<file path="src/dhs_pkg.sv">
// ----------------------------------------------------------------------------
// dhs_pkg
// Shared constants, control word and status types for the disk harmonic
// series evaluator, plus the microcode table of its sequencer.
// ----------------------------------------------------------------------------
package dhs_pkg;

    // table depth and derived widths
    localparam int MAX_TERMS = 32;
    localparam int AW        = (MAX_TERMS > 1) ? $clog2(MAX_TERMS) : 1;
    localparam int CW        = $clog2(MAX_TERMS + 1);

    // field widths
    localparam int COEF_W     = 32;
    localparam int XY_W       = 18;
    localparam int SUM_W      = 48;
    localparam int TC_W       = 6;
    localparam int IDX_W      = 5;
    localparam int FRAC       = 16;
    localparam int CFG_IDX_W  = 1;
    localparam int CFG_DATA_W = 32;

    // op codes of an input item
    localparam logic OP_WRITE = 1'b0;
    localparam logic OP_EVAL  = 1'b1;

    // configuration register indexes
    localparam logic [CFG_IDX_W-1:0] CFG_CONSTANT_TERM = 1'd0;
    localparam logic [CFG_IDX_W-1:0] CFG_TERM_COUNT    = 1'd1;

    // microcode steps
    localparam int STEP_W = 3;
    typedef logic [STEP_W-1:0] step_t;

    localparam step_t STEP_WAIT   = 3'd0;
    localparam step_t STEP_SQUARE = 3'd1;
    localparam step_t STEP_RADIUS = 3'd2;
    localparam step_t STEP_MUL    = 3'd3;
    localparam step_t STEP_ACC    = 3'd4;
    localparam step_t STEP_EMIT   = 3'd5;

    // jump conditions
    typedef enum logic [2:0] {
        JC_NEXT,    // fall through to the next step
        JC_ALWAYS,  // unconditional jump
        JC_WAIT,    // jump unless an evaluate item arrives
        JC_SKIP,    // jump when outside the disk or no terms
        JC_LOOP     // jump while terms remain
    } jump_cond_t;

    // one control word
    typedef struct packed {
        logic       sq_en;
        logic       rad_en;
        logic       mul_en;
        logic       acc_en;
        logic       emit;
        jump_cond_t cond;
        step_t      target;
    } ctrl_word_t;

    // datapath status seen by the sequencer
    typedef struct packed {
        logic skip;
        logic more;
    } dp_status_t;

    // microcode program
    function automatic ctrl_word_t ucode_rom(input step_t step);
        ctrl_word_t w;
        w = '{sq_en: 1'b0, rad_en: 1'b0, mul_en: 1'b0, acc_en: 1'b0, emit: 1'b0,
              cond: JC_ALWAYS, target: STEP_WAIT};
        case (step)
            STEP_WAIT:
            begin
                w.cond   = JC_WAIT;
                w.target = STEP_WAIT;
            end
            STEP_SQUARE:
            begin
                w.sq_en = 1'b1;
                w.cond  = JC_NEXT;
            end
            STEP_RADIUS:
            begin
                w.rad_en = 1'b1;
                w.cond   = JC_SKIP;
                w.target = STEP_EMIT;
            end
            STEP_MUL:
            begin
                w.mul_en = 1'b1;
                w.cond   = JC_NEXT;
            end
            STEP_ACC:
            begin
                w.acc_en = 1'b1;
                w.cond   = JC_LOOP;
                w.target = STEP_MUL;
            end
            STEP_EMIT:
            begin
                w.emit   = 1'b1;
                w.cond   = JC_ALWAYS;
                w.target = STEP_WAIT;
            end
            default:
            begin
                w.cond   = JC_ALWAYS;
                w.target = STEP_WAIT;
            end
        endcase
        return w;
    endfunction

endpackage

</file>
<file path="src/dhs_coef_tab.sv">
// ----------------------------------------------------------------------------
// dhs_coef_tab
// Cosine and sine coefficient tables, one write port and one read port,
// cleared to zero at reset.
// ----------------------------------------------------------------------------
module dhs_coef_tab (
    input  logic                              clk,
    input  logic                              rst_n,
    input  logic                              wr_en,
    input  logic [dhs_pkg::AW-1:0]            wr_index,
    input  logic signed [dhs_pkg::COEF_W-1:0] wr_cos,
    input  logic signed [dhs_pkg::COEF_W-1:0] wr_sin,
    input  logic [dhs_pkg::AW-1:0]            rd_index,
    output logic signed [dhs_pkg::COEF_W-1:0] rd_cos,
    output logic signed [dhs_pkg::COEF_W-1:0] rd_sin
);
    import dhs_pkg::*;

    logic signed [COEF_W-1:0] cos_reg [MAX_TERMS];
    logic signed [COEF_W-1:0] sin_reg [MAX_TERMS];

    // coefficient storage
    always_ff @(posedge clk or negedge rst_n)
    begin
        if (!rst_n)
        begin
            for (int i = 0; i < MAX_TERMS; i++)
            begin
                cos_reg[i] <= '0;
                sin_reg[i] <= '0;
            end
        end
        else if (wr_en)
        begin
            cos_reg[wr_index] <= wr_cos;
            sin_reg[wr_index] <= wr_sin;
        end
    end

    // read of the current term
    assign rd_cos = cos_reg[rd_index];
    assign rd_sin = sin_reg[rd_index];

endmodule

</file>
<file path="config.mk">
export PLATFORM = sky130hd
export DESIGN_NAME = dhs_coef_tab
export DESIGN_NICKNAME = d
export VERILOG_FILES = /design/src/dhs_pkg.sv /design/src/dhs_coef_tab.sv
export SDC_FILE = /design/constraint.sdc
export NUM_CORES = 2
export LEC_CHECK = 0
export ABC_AREA = 1
export BUFFER_PORTS_ARGS = -buffer_cell sky130_fd_sc_hd__clkbuf_2
export CORE_MARGIN = 8
export CORE_UTILIZATION = 40
export DETAILED_ROUTE_END_ITERATION = 16
export MAX_ROUTING_LAYER = met4
export PLACE_DENSITY_LB_ADDON = 0.08
export REMOVE_ABC_BUFFERS = 1
export SKIP_CTS_REPAIR_TIMING = 1
export SLEW_MARGIN = 15
export SYNTH_ARGS = -nofsm -noshare
export SYNTH_HDL_FRONTEND = slang
export SYNTH_SLANG_ARGS = --single-unit
</file>
<file path="constraint.sdc">
create_clock -name clk -period 1.8 [get_ports clk]
set_clock_uncertainty 0.2 [all_clocks]
set_input_delay 0 -clock clk [delete_from_list [all_inputs] [get_ports clk]]
set_output_delay 0 -clock clk [all_outputs]
set_load 0.01 [all_outputs]
</file>
==> impl_metrics.ini <==
[run_status]
status = finished, violations left
violations = hold timing, setup timing

[clock_tree]
numCtsBuffers = 223
clock_latency_ns = 0.87
tritoncts = done
clock-sinks = 2048
clk_pin_slew_ns = 0.06
htreeDepth = 4
clockRootBuffer = clkbuf_16
clk_path_buf_depth = 3

[yosys]
synth_warnings = 0
synth_cell_types = 15
synth-seq-cells = 2048
synthCells = 11458
synth_area_um2 = 91820
synth.area.top_cells = dfrtp_1 56%, nand2_1 16%, nand3_1 10%
avgSynthCellArea_um2 = 8.013
yosysTopAreaCellShare_pct = 55.82
ys_seq_area_share_pct = 55.82
yosys.area.top_type = dfrtp_1

[layout]
nets = 11695
design_area_um2 = 112800
syn_to_final_growth_pct = 22.81
drive_above_1_share_pct = 15.07
final_cells = 14830
fill_cells = 22156

[critical_path]
worstPathCellList = nand2_1 > nand3_1 > nand3_1 > nand3_1 > nand3_1 > nand2_4 > buf_6
reg2reg_depth = 3
crit_arrival_ns = 2.02
criticalPathCategory = reg2out
required_ns = 1.60
end_kind = output pin
critPathMaxFanout = 2
slowest_delay_ns = 0.38
r2r_setup_slack_ns = 0.38
path_delay_family = simple AND/OR/NAND/NOR gates
path_depth = 7
cp_common_cell = nand3_1
worst-path-buf-inv = 1
cp-start-kind = register
crit_path_top_delay_cell = dfrtp_1

[job]
maxCapViolCount = 0

[power_and_ir_drop]
power_leakage_nw = 52.69
pwr_density_cell_nw_per_um2 = 1136
vdd_drop_max_uv = 909.1

[sta]
hold_ws_ns = -0.004575
max_freq_mhz = 449.6
fin_crit_ns = 2.224
worst_slack_ns = -0.4241
fin_crit_sh_pct = 123.6
hold_viol = 5
finalSetupTns_ns = -238.80
slew_headroom_pct = 30.97
setup_viol = 1515
rsz0062_at_grt = yes
slew_viol_final = 0
worstMarginPinSlew_ns = 1.032

[worst_hold_path]
hold_class = in2reg
holdPathStages = 5

[drt]
drt_iter0_markers = 7474
dr_total_vias = 80765
drtPass1Iterations = 6
drcViolationCount = 0
ant_nets = 0
wl_um = 327400
via_per_inst = 5.446
detail_route.wl_per_cell_um = 22.07

[place]
placedCellCount = 14166
portBuffers = 140
post_dp_cell_area_um2 = 100800
gp_routability_congestion = 0.8194
place_ws_ns = -0.1134
dp_hpwl_um = 196300

[global_routing]
grt_antenna_before_repair = 6
overflow = 0
grtUsageTotal_pct = 26.84
grt_pass1_wl_um = 496700
grt_pass1_vias = 77433
grt_max_degree = 103

[floorplan]
rows = 176
die_x_um = 495.1
dieHeight_um = 495.1
initial_core_util_pct = 40.09
core_um2 = 229000
ios = 141
die-area_um2 = 245100
-- tightest hold or removal path, delay by kind of cell --
family,cells,cell delay [ns]
compound gates,1,0.15
buf+inv,4,0.86
-- report_power, final --
part	leakage [nW]	switching, W	total (W)	internal [W]
clock	3.68	0.0195	0.0465	0.0270
sequential	26.1	0.00488	0.0600	0.0551
combinational	22.9	0.0122	0.0216	0.00939
total	52.7	0.0366	0.128	0.0915
-- worst paths after layout --
path | startpoint | end
max in group asynchronous | rst_n | cos_reg[335]
hold reg to reg | sin_reg[377] | sin_reg[377]
hold / removal | wr_cos[6] | cos_reg[262]
setup reg to reg | cos_reg[296] | cos_reg[296]
min in group asynchronous | rst_n | cos_reg[659]
setup / recovery | cos_reg[770] | rd_cos[2]
-- area by class of cell --
cell class,count,area (µm²),share of cell area [%]
flip-flops and latches,2048,51250,45.45
clock buffers,350,6822,6.049
well taps,3026,3786,3.358
clock inverters,58,604.3,0.5359
multi-input cells,8250,38250,33.92
repair buffers,1013,11700,10.38
diodes,3,7.507,0.006657
inverters,82,342.8,0.3040
-- Yosys cell counts --
master and instances:
a21oi_1 448, nand3_1 1842, buf_4 25, o21ai_0 1527, nor3_2 4, inv_2 9, o21ai_1 73, nand2_1 3893
nor3_1 8, dfrtp_1 2048, clkbuf_1 781, buf_1 71, buf_2 201, inv_1 73, nor2_1 455
-- placed cells by master (no fill, tap or decap), types with 10 or more instances in the layout --
master / count
o21ai_0: 1527
buf_4: 471
nand2_1: 3767
buf_2: 10
dlygate4sd3_1: 96
clkbuf_2: 73
nor2_1: 448
nand3_2: 355
inv_1: 71
clkbuf_16: 226
o21ai_1: 73
buf_12: 307
a21oi_1: 448
clkbuf_1: 54
clkinv_2: 36
buf_6: 52
nand2_2: 89
dfrtp_1: 2048
clkbuf_8: 70
nand3_1: 1483
nand2_4: 37
-- metal layers --
metal	vias to the layer above	part of all wire (%)	wire, µm	global-route usage [%]
met3	535	5.1	16600	2.844
met2	2369	47	152300	42.50
met5	-	0	0	-
met1	39929	46	149300	37.05
li1	37932	-	-	-
met4	0	2.8	9201	7.194
-- per-stage QoR --
| step | total power [W] | utilization (%) |
|---|---|---|
| finish | 0.1281 | 49.24 |
| floorplan | 0.07230 | - |
| global route | 0.1351 | 49.24 |
| global placement | 0.07951 | 44.00 |
| detailed placement | 0.08020 | 44.00 |
| CTS | 0.1271 | 47.24 |
-- kinds of logic (layout without fill, tap and decap cells) --
kind of cell    Yosys count  count (layout)  synth area share [%]
buf+inv                1160            1503                 5.118
compound gates         2048            2048                 11.16
flops                  2048            2048                 55.82
other cells               0               3                     0
simple gates           6202            6202                 27.90
No activity file was read; power rests on OpenSTA's default activity.
