`src/dhs_pkg.sv`:
```
// ----------------------------------------------------------------------------
// dhs_pkg
// Shared constants, control word and status types for the disk harmonic
// series evaluator, plus the microcode table of its sequencer.
// ----------------------------------------------------------------------------
package dhs_pkg;

    // table depth and derived widths
    localparam int MAX_TERMS = 32;
    localparam int AW        = (MAX_TERMS > 1) ? $clog2(MAX_TERMS) : 1;
    localparam int CW        = $clog2(MAX_TERMS + 1);

    // field widths
    localparam int COEF_W     = 32;
    localparam int XY_W       = 18;
    localparam int SUM_W      = 48;
    localparam int TC_W       = 6;
    localparam int IDX_W      = 5;
    localparam int FRAC       = 16;
    localparam int CFG_IDX_W  = 1;
    localparam int CFG_DATA_W = 32;

    // op codes of an input item
    localparam logic OP_WRITE = 1'b0;
    localparam logic OP_EVAL  = 1'b1;

    // configuration register indexes
    localparam logic [CFG_IDX_W-1:0] CFG_CONSTANT_TERM = 1'd0;
    localparam logic [CFG_IDX_W-1:0] CFG_TERM_COUNT    = 1'd1;

    // microcode steps
    localparam int STEP_W = 3;
    typedef logic [STEP_W-1:0] step_t;

    localparam step_t STEP_WAIT   = 3'd0;
    localparam step_t STEP_SQUARE = 3'd1;
    localparam step_t STEP_RADIUS = 3'd2;
    localparam step_t STEP_MUL    = 3'd3;
    localparam step_t STEP_ACC    = 3'd4;
    localparam step_t STEP_EMIT   = 3'd5;

    // jump conditions
    typedef enum logic [2:0] {
        JC_NEXT,    // fall through to the next step
        JC_ALWAYS,  // unconditional jump
        JC_WAIT,    // jump unless an evaluate item arrives
        JC_SKIP,    // jump when outside the disk or no terms
        JC_LOOP     // jump while terms remain
    } jump_cond_t;

    // one control word
    typedef struct packed {
        logic       sq_en;
        logic       rad_en;
        logic       mul_en;
        logic       acc_en;
        logic       emit;
        jump_cond_t cond;
        step_t      target;
    } ctrl_word_t;

    // datapath status seen by the sequencer
    typedef struct packed {
        logic skip;
        logic more;
    } dp_status_t;

    // microcode program
    function automatic ctrl_word_t ucode_rom(input step_t step);
        ctrl_word_t w;
        w = '{sq_en: 1'b0, rad_en: 1'b0, mul_en: 1'b0, acc_en: 1'b0, emit: 1'b0,
              cond: JC_ALWAYS, target: STEP_WAIT};
        case (step)
            STEP_WAIT:
            begin
                w.cond   = JC_WAIT;
                w.target = STEP_WAIT;
            end
            STEP_SQUARE:
            begin
                w.sq_en = 1'b1;
                w.cond  = JC_NEXT;
            end
            STEP_RADIUS:
            begin
                w.rad_en = 1'b1;
                w.cond   = JC_SKIP;
                w.target = STEP_EMIT;
            end
            STEP_MUL:
            begin
                w.mul_en = 1'b1;
                w.cond   = JC_NEXT;
            end
            STEP_ACC:
            begin
                w.acc_en = 1'b1;
                w.cond   = JC_LOOP;
                w.target = STEP_MUL;
            end
            STEP_EMIT:
            begin
                w.emit   = 1'b1;
                w.cond   = JC_ALWAYS;
                w.target = STEP_WAIT;
            end
            default:
            begin
                w.cond   = JC_ALWAYS;
                w.target = STEP_WAIT;
            end
        endcase
        return w;
    endfunction

endpackage

```
`src/dhs_seq.sv`:
```
// ----------------------------------------------------------------------------
// dhs_seq
// Step counter and microcode lookup; picks the next step from the jump
// condition of the current control word.
// ----------------------------------------------------------------------------
module dhs_seq (
    input  logic                clk,
    input  logic                rst_n,
    input  logic                eval_start,
    input  dhs_pkg::dp_status_t status,
    output dhs_pkg::ctrl_word_t ctrl,
    output logic                busy
);
    import dhs_pkg::*;

    step_t step_reg;
    step_t step_next;
    logic  taken;

    // control word of the current step
    assign ctrl = ucode_rom(step_reg);
    assign busy = (step_reg != STEP_WAIT);

    // jump decision
    always_comb
    begin
        case (ctrl.cond)
            JC_NEXT:   taken = 1'b0;
            JC_ALWAYS: taken = 1'b1;
            JC_WAIT:   taken = !eval_start;
            JC_SKIP:   taken = status.skip;
            JC_LOOP:   taken = status.more;
            default:   taken = 1'b1;
        endcase
        step_next = taken ? ctrl.target : step_reg + step_t'(1);
    end

    // step counter
    always_ff @(posedge clk or negedge rst_n)
    begin
        if (!rst_n)
        begin
            step_reg <= STEP_WAIT;
        end
        else
        begin
            step_reg <= step_next;
        end
    end

endmodule

```
`config.mk`:
```
export PLATFORM = sky130hd
export DESIGN_NAME = dhs_seq
export DESIGN_NICKNAME = d
export VERILOG_FILES = /design/src/dhs_pkg.sv /design/src/dhs_seq.sv
export SDC_FILE = /design/constraint.sdc
export NUM_CORES = 1
export LEC_CHECK = 0
export BUFFER_PORTS_ARGS = -buffer_cell sky130_fd_sc_hd__buf_2
export CAP_MARGIN = 20
export CORE_AREA = 2 2 39 41
export DETAILED_ROUTE_END_ITERATION = 7
export DIE_AREA = 0 0 41 43
export PLACE_DENSITY = 0.58
export SLEW_MARGIN = 20
export SYNTH_ARGS = -nofsm -noshare
export SYNTH_HDL_FRONTEND = slang
export SYNTH_SLANG_ARGS = --single-unit
export TNS_END_PERCENT = 1
```
`constraint.sdc`:
```
create_clock -name clk -period 1.58 [get_ports clk]
set_input_delay 0.079 -clock clk [delete_from_list [all_inputs] [get_ports clk]]
set_output_delay 0.079 -clock clk [all_outputs]
set_load 0.02 [all_outputs]
```
==> results of run 1 <==
==> worst paths after layout <==
check,startpoint,to,cells past startpoint
setup / recovery,step_reg[1],step_reg[0],6
hold / removal,rst_n,step_reg[0],2
setup reg to reg,step_reg[1],step_reg[0],6
hold reg to reg,step_reg[0],step_reg[1],3
max in group asynchronous,rst_n,step_reg[1],2
min in group clk,status[1],step_reg[1],5
==> stage by stage <==
step	power, mW	worst slack [ps]	util (%)
2_1_floorplan	0.784	-48.0	-
3_3_place_gp	1.15	-89.9	35.5
3_5_place_dp	1.16	-101	35.5
4_1_cts	1.35	-67.3	39.0
5_1_grt	1.52	-141	40.4
6_report	1.39	-76.4	40.4
==> cells by family (layout without fill, tap and decap cells) <==
| kind of cell | count (synthesis) | in the layout |
|---|---|---|
| flops | 3 | 3 |
| simple gates | 10 | 10 |
| mux | 3 | 3 |
| fa+ha+maj | 5 | 5 |
| buf+inv | 7 | 38 |
| compound gates | 7 | 7 |
==> critical path, cell delays in order (launching register included) <==
cell,delay (ps)
dfrtp_2,430
inv_2,80
ha_4,130
inv_2,30
a222oi_1,370
a21oi_2,160
mux2_4,320
==> area by class of cell <==
| cell class | count | area, um^2 |
|---|---|---|
| Multi-Input combinational cell | 25 | 238 |
| Fill cell | 148 | 825 |
| Timing Repair Buffer | 29 | 180 |
| Clock buffer | 4 | 26.3 |
| Tap cell | 16 | 20.0 |
| Inverter | 5 | 18.8 |
| Sequential cell | 3 | 76.3 |
==> layer usage <==
layer | track usage [%] | up-vias | routed length, um
met4 | 6.00 | 0 | 0
met1 | 11.0 | 152 | 328
met2 | 16.9 | 15 | 414
li1 | - | 181 | -
met5 | 0 | - | 0
met3 | 3.14 | 0 | 57
==> placed cells by master, fill, tap and decap left out, drive strengths merged <==
master	n
mux2	2
dlygate4sd3	1
nand3b	1
clkbuf	4
dfrtp	3
nor2b	1
ha	5
a222oi	1
buf	28
o21ai	4
nand2b	2
and2	1
mux2i	1
nor2	2
nand2	2
inv	5
a21oi	1
o311ai	1
and2b	1
==> report_power, final <==
group	total, mW	internal, mW	switching, mW
clock	0.135	0.0947	0.0406
combinational	1.10	0.553	0.545
sequential	0.160	0.119	0.0409
==> repair_timing <==
item / CTS / global route
pin swaps: 2 / 4
endpoints found under the setup margin: 3 / 6
buffers inserted: 1 / 2
hold buffers: 1 / 0
gates resized for setup: 1 / 3
endpoints found under the hold margin: 3 / 0
==> flow_metrics.tcl, run 1 <==
set metrics [dict create \
    outcome "complete, but fails checks" \
    failed_checks "setup timing" \
    vias_per_cell 4.24 \
    gp_congestion 0.728 \
    die_w_um 41 \
    hold_viol 0 \
    yosysSeqAreaShare_pct 24.2 \
    antenna_found_initial 0 \
    dp_hpwl_um 639 \
    first_pass_iters 4 \
    cts_tree "yes" \
    largest_reg_flops 3 \
    routed_wl_um 800 \
    syn_avg_cell_area_um2 8.87 \
    port_buffers 16 \
    start_util_pct 22.4 \
    synth_seq_cells 3 \
    rows 14 \
    route.vias.total 348 \
    fin_skew_ps 0.648 \
    clock_latency_ps 230 \
    cts_htree_levels 1 \
    cts.sinks 3 \
    yosys-top-cells-area "dfrtp_1, ha_1, mux2_1" \
    setup_violations 3 \
    avgRoutedWirePerCell_um 9.76 \
    netlist_area_um2 310 \
    numCtsBuffers 3 \
    cts_root_buf "clkbuf_4" \
    dieArea_um2 1760 \
    vdd_drop_max_v 0.000791 \
    synth_edf_count 0 \
    nets 77 \
    synth_top_family_by_area "simple AND/OR/NAND/NOR gates" \
    cp-start-kind "flip-flop" \
    synth_top_cell_by_area "dfrtp_1" \
    cp.required_ps 1690 \
    cp_max_fo 4 \
    max_cap_violations 0 \
    rsz0062_at_grt "yes" \
    hold_path.class "primary input to asynchronous set/reset pin" \
    end_kind "flip-flop" \
    synth_compound_area_share_pct 14.1 \
    yosysWarnings 0 \
    synth-simple-area-share_pct 20.2 \
    die_h_um 43 \
    fin_tns_setup_ps -162 \
    synthTopCellsByCount "ha_1, inv_1, o21ai_0, dfrtp_1" \
    drc 0 \
    drive_gt1_share_pct 62.1 \
    layout_setup_ws_ps -76.4 \
    synth_fa_ha_area_share_pct 20.2 \
    ant_nets 0 \
    track_usage_pct 10.4 \
    worstPathArrival_ps 1770 \
    antennaDiodeCount 0 \
    dpl_cell_area_um2 492 \
    gr-total-overflow 0 \
    core-area_um2 1380 \
    layout_min_cycle_time_ps 1660 \
    yosysUniqueCellTypes 18 \
    power.density_nw_per_um2 2490 \
    ys.flop_type "dfrtp_1" \
    r2r_setup_slack_ps -80 \
    whs_ps 171 \
    grt_max_degree 8 \
    final_area_um2 559 \
    syn_inst 35 \
    ios 17 \
    synth_nets 45 \
    netlist.area_leader.share_pct 24.2 \
    dp.cells 74 \
    clock_path_buffers 2 \
    grt_pass1_vias 307 \
    syn2layout_area_growth_pct 80.2 \
    first_iter_violations 10 \
    path_class "flip-flop to flip-flop" \
    layoutNonFillerInstCount 82 \
    p_leak_nw 0.311 \
    max_freq_mhz 604 \
    post-route-period-util_pct 105 \
    grt_first_pass_wirelength_mm 1.19 \
    synthArstFlopShare_pct 100 \
    tightest_slew_ps 367 \
    clkTransAtPathRegs_ps 40 \
    slew_violations 0 \
    slew_headroom_pct 75.5 \
    synth_xor_area_share_pct 0 \
    muxShareOfSynthArea_pct 10.5 \
]
No activity file was read; power rests on OpenSTA's default activity.
==> inputs of run 2 (changes only) <==
Settings changed: ABC_AREA set to 1, PLACE_DENSITY 0.58 to 0.59.
Clock period 1.58 ns to 1.8 ns, I/O delays scaled along.
==> run 2 against run 1 <==
Against the previous run: the run now ends clean; sequential power fell by 15%; highest routed layer is now met4; via count shrank 6.3%; register-to-register slack better by 410 ps; sequential share of layout area up 2.5 points.
==> flow_metrics.tcl, run 2 <==
set metrics [dict create \
    crit_chain "inv_1 -> ha_1 -> nand2_1 -> nand2_1 -> buf_2" \
    gr-total-overflow 0 \
    synth_edf_count 0 \
    ant_nets 0 \
    die_h_um 43 \
    slowest_delay_ps 400 \
    antenna_found_initial 0 \
    synth_top_cell_by_area "dfrtp_1" \
    core-area_um2 1380 \
    avgRoutedWirePerCell_um 7.74 \
    worstPathArrival_ps 1430 \
    synthTopCellsByCount "nand2_1, inv_1, ha_1, nor2_1" \
    grt_first_pass_wirelength_mm 1.12 \
    postCtsSetupRepairBufs 0 \
    cp_max_fo 5 \
    tightest_slew_ps 339 \
    yosysUniqueCellTypes 12 \
    cp-start-kind "flip-flop" \
    synthArstFlopShare_pct 100 \
    cp.required_ps 1710 \
    yosysSeqAreaShare_pct 21.8 \
    grt_max_degree 6 \
    grt_pass1_vias 305 \
    muxShareOfSynthArea_pct 0 \
    start_util_pct 24.9 \
    numCtsBuffers 3 \
    slew_headroom_pct 77.2 \
    vdd_drop_max_v 0.000568 \
    met2_length_um 349 \
    max_freq_mhz 656 \
    outcome "completed" \
    end_kind "output port" \
    largest_reg_flops 3 \
    cts_htree_levels 1 \
    first_pass_iters 4 \
    ios 17 \
    netlist_area_um2 344 \
    syn2layout_area_growth_pct 35.3 \
    die_w_um 41 \
    wl_met3_um 33 \
    cts_tree "yes" \
    path_class "flip-flop to output port" \
    setup_violations 0 \
    fin_tns_setup_ps 0 \
    p_leak_nw 0.325 \
    synth_seq_cells 3 \
    antennaDiodeCount 0 \
    synth_most_common_cell "nand2_1" \
    cts_root_buf "clkbuf_4" \
    synth_nets 59 \
    yosys-top-cells-area "dfrtp_1, ha_1, nand2_1" \
    layout_commonest_cell "buf_2" \
    drive_gt1_share_pct 38.2 \
    hold_path.class "primary input to asynchronous set/reset pin" \
    power.density_nw_per_um2 2120 \
    synth_top_family_by_area "simple AND/OR/NAND/NOR gates" \
    routed_wl_um 650 \
    finalPower_mw 0.988 \
    synth-simple-area-share_pct 37.5 \
    synth_fa_ha_area_share_pct 18.2 \
    num-fill-cells 163 \
    post-route-period-util_pct 84.7 \
    ys.flop_type "dfrtp_1" \
    slew_violations 0 \
    gp_congestion 0.687 \
    clock_path_buffers 2 \
    drc 0 \
    rows 14 \
    hold_viol 0 \
    layout_min_cycle_time_ps 1520 \
    rsz0062_at_grt "no" \
    syn_inst 49 \
    synth_compound_area_share_pct 6.18 \
    track_usage_pct 9.97 \
    nets 79 \
    clkTransAtPathRegs_ps 40 \
    yosysWarnings 0 \
    clock_latency_ps 230 \
    highest_layer "met4" \
    m1WireLength_um 250 \
    fin_skew_ps 0.218 \
    cts.sinks 3 \
    syn_avg_cell_area_um2 7.02 \
    route.vias.total 326 \
    dieArea_um2 1760 \
    cp_common_cell "nand2_1" \
    max_cap_violations 0 \
    port_buffers 16 \
    dp_hpwl_um 538 \
    netlist.area_leader.share_pct 21.8 \
    crit_path_top_delay_cell "dfrtp_1" \
    layout_common_cells "buf_2, nand2_1, inv_1" \
    first_iter_violations 4 \
    vias_per_cell 3.88 \
    synth_xor_area_share_pct 0 \
]
-- run 2: logic make-up (layout without fill, tap and decap cells) --
group	after synthesis	in the layout
compound gates	2	2
simple gates	26	26
buf+inv	13	32
fa+ha+maj	5	5
flops	3	3
-- run 2: what timing repair did --
action	in CTS	in global routing
hold buffers	1	0
endpoints found under the hold margin	3	0
gates resized for setup	0	0
endpoints found under the setup margin	0	0
-- run 2: per-stage QoR --
stage               instances  hold WS, ps  instance area (um^2)  utilization, %  setup WS [ps]
floorplan                  49         -206                   344               -            443
global placement           79         -114                   429            31.0            332
detailed placement         79         -110                   429            31.0            316
CTS                        84          170                   465            33.6            247
global route               84          200                   465            33.6            146
finish                     84          177                   465            33.6            276
-- run 2: worst paths after layout --
path / end / slack, ps / cells past startpoint / startpoint
setup / recovery: ctrl[0] / 280 / 5 / step_reg[0]
hold / removal: step_reg[2] / 180 / 2 / rst_n
setup reg to reg: step_reg[2] / 330 / 9 / step_reg[0]
hold reg to reg: step_reg[0] / 660 / 3 / step_reg[0]
max in group asynchronous: step_reg[0] / 1520 / 2 / rst_n
min in group clk: step_reg[0] / 310 / 7 / eval_start
-- run 2: power breakdown --
part	switching [mW]	total [mW]	internal, mW	leakage, nW
Sequential	0.0334	0.136	0.103	0.0376
Clock	0.0357	0.119	0.0831	0.0150
Combinational	0.478	0.733	0.255	0.272
-- run 2: area by class of cell --
cell class	instances	area (um^2)	share of cell area [%]
clock buffers	4	26.3	5.65
inverters	11	41.3	8.87
multi-input cells	33	213	45.7
flip-flops and latches	3	75.1	16.1
well taps	16	20.0	4.30
repair buffers	17	90.1	19.4
-- run 2: worst max-delay path, delay by kind of cell, from the launching register on --
family	cells	cell delay, ps
flip-flops	1	400
AND/OR/NAND/NOR	2	260
buffers and inverters	2	290
adder cells (fa/ha/maj)	1	250
-- run 2: routing by layer --
layer | vias up | GRT usage, %
met2 | 8 | 15.0
met4 | 0 | 10.0
met1 | 137 | 9.74
met3 | 2 | 3.14
li1 | 179 | -
met5 | - | 0
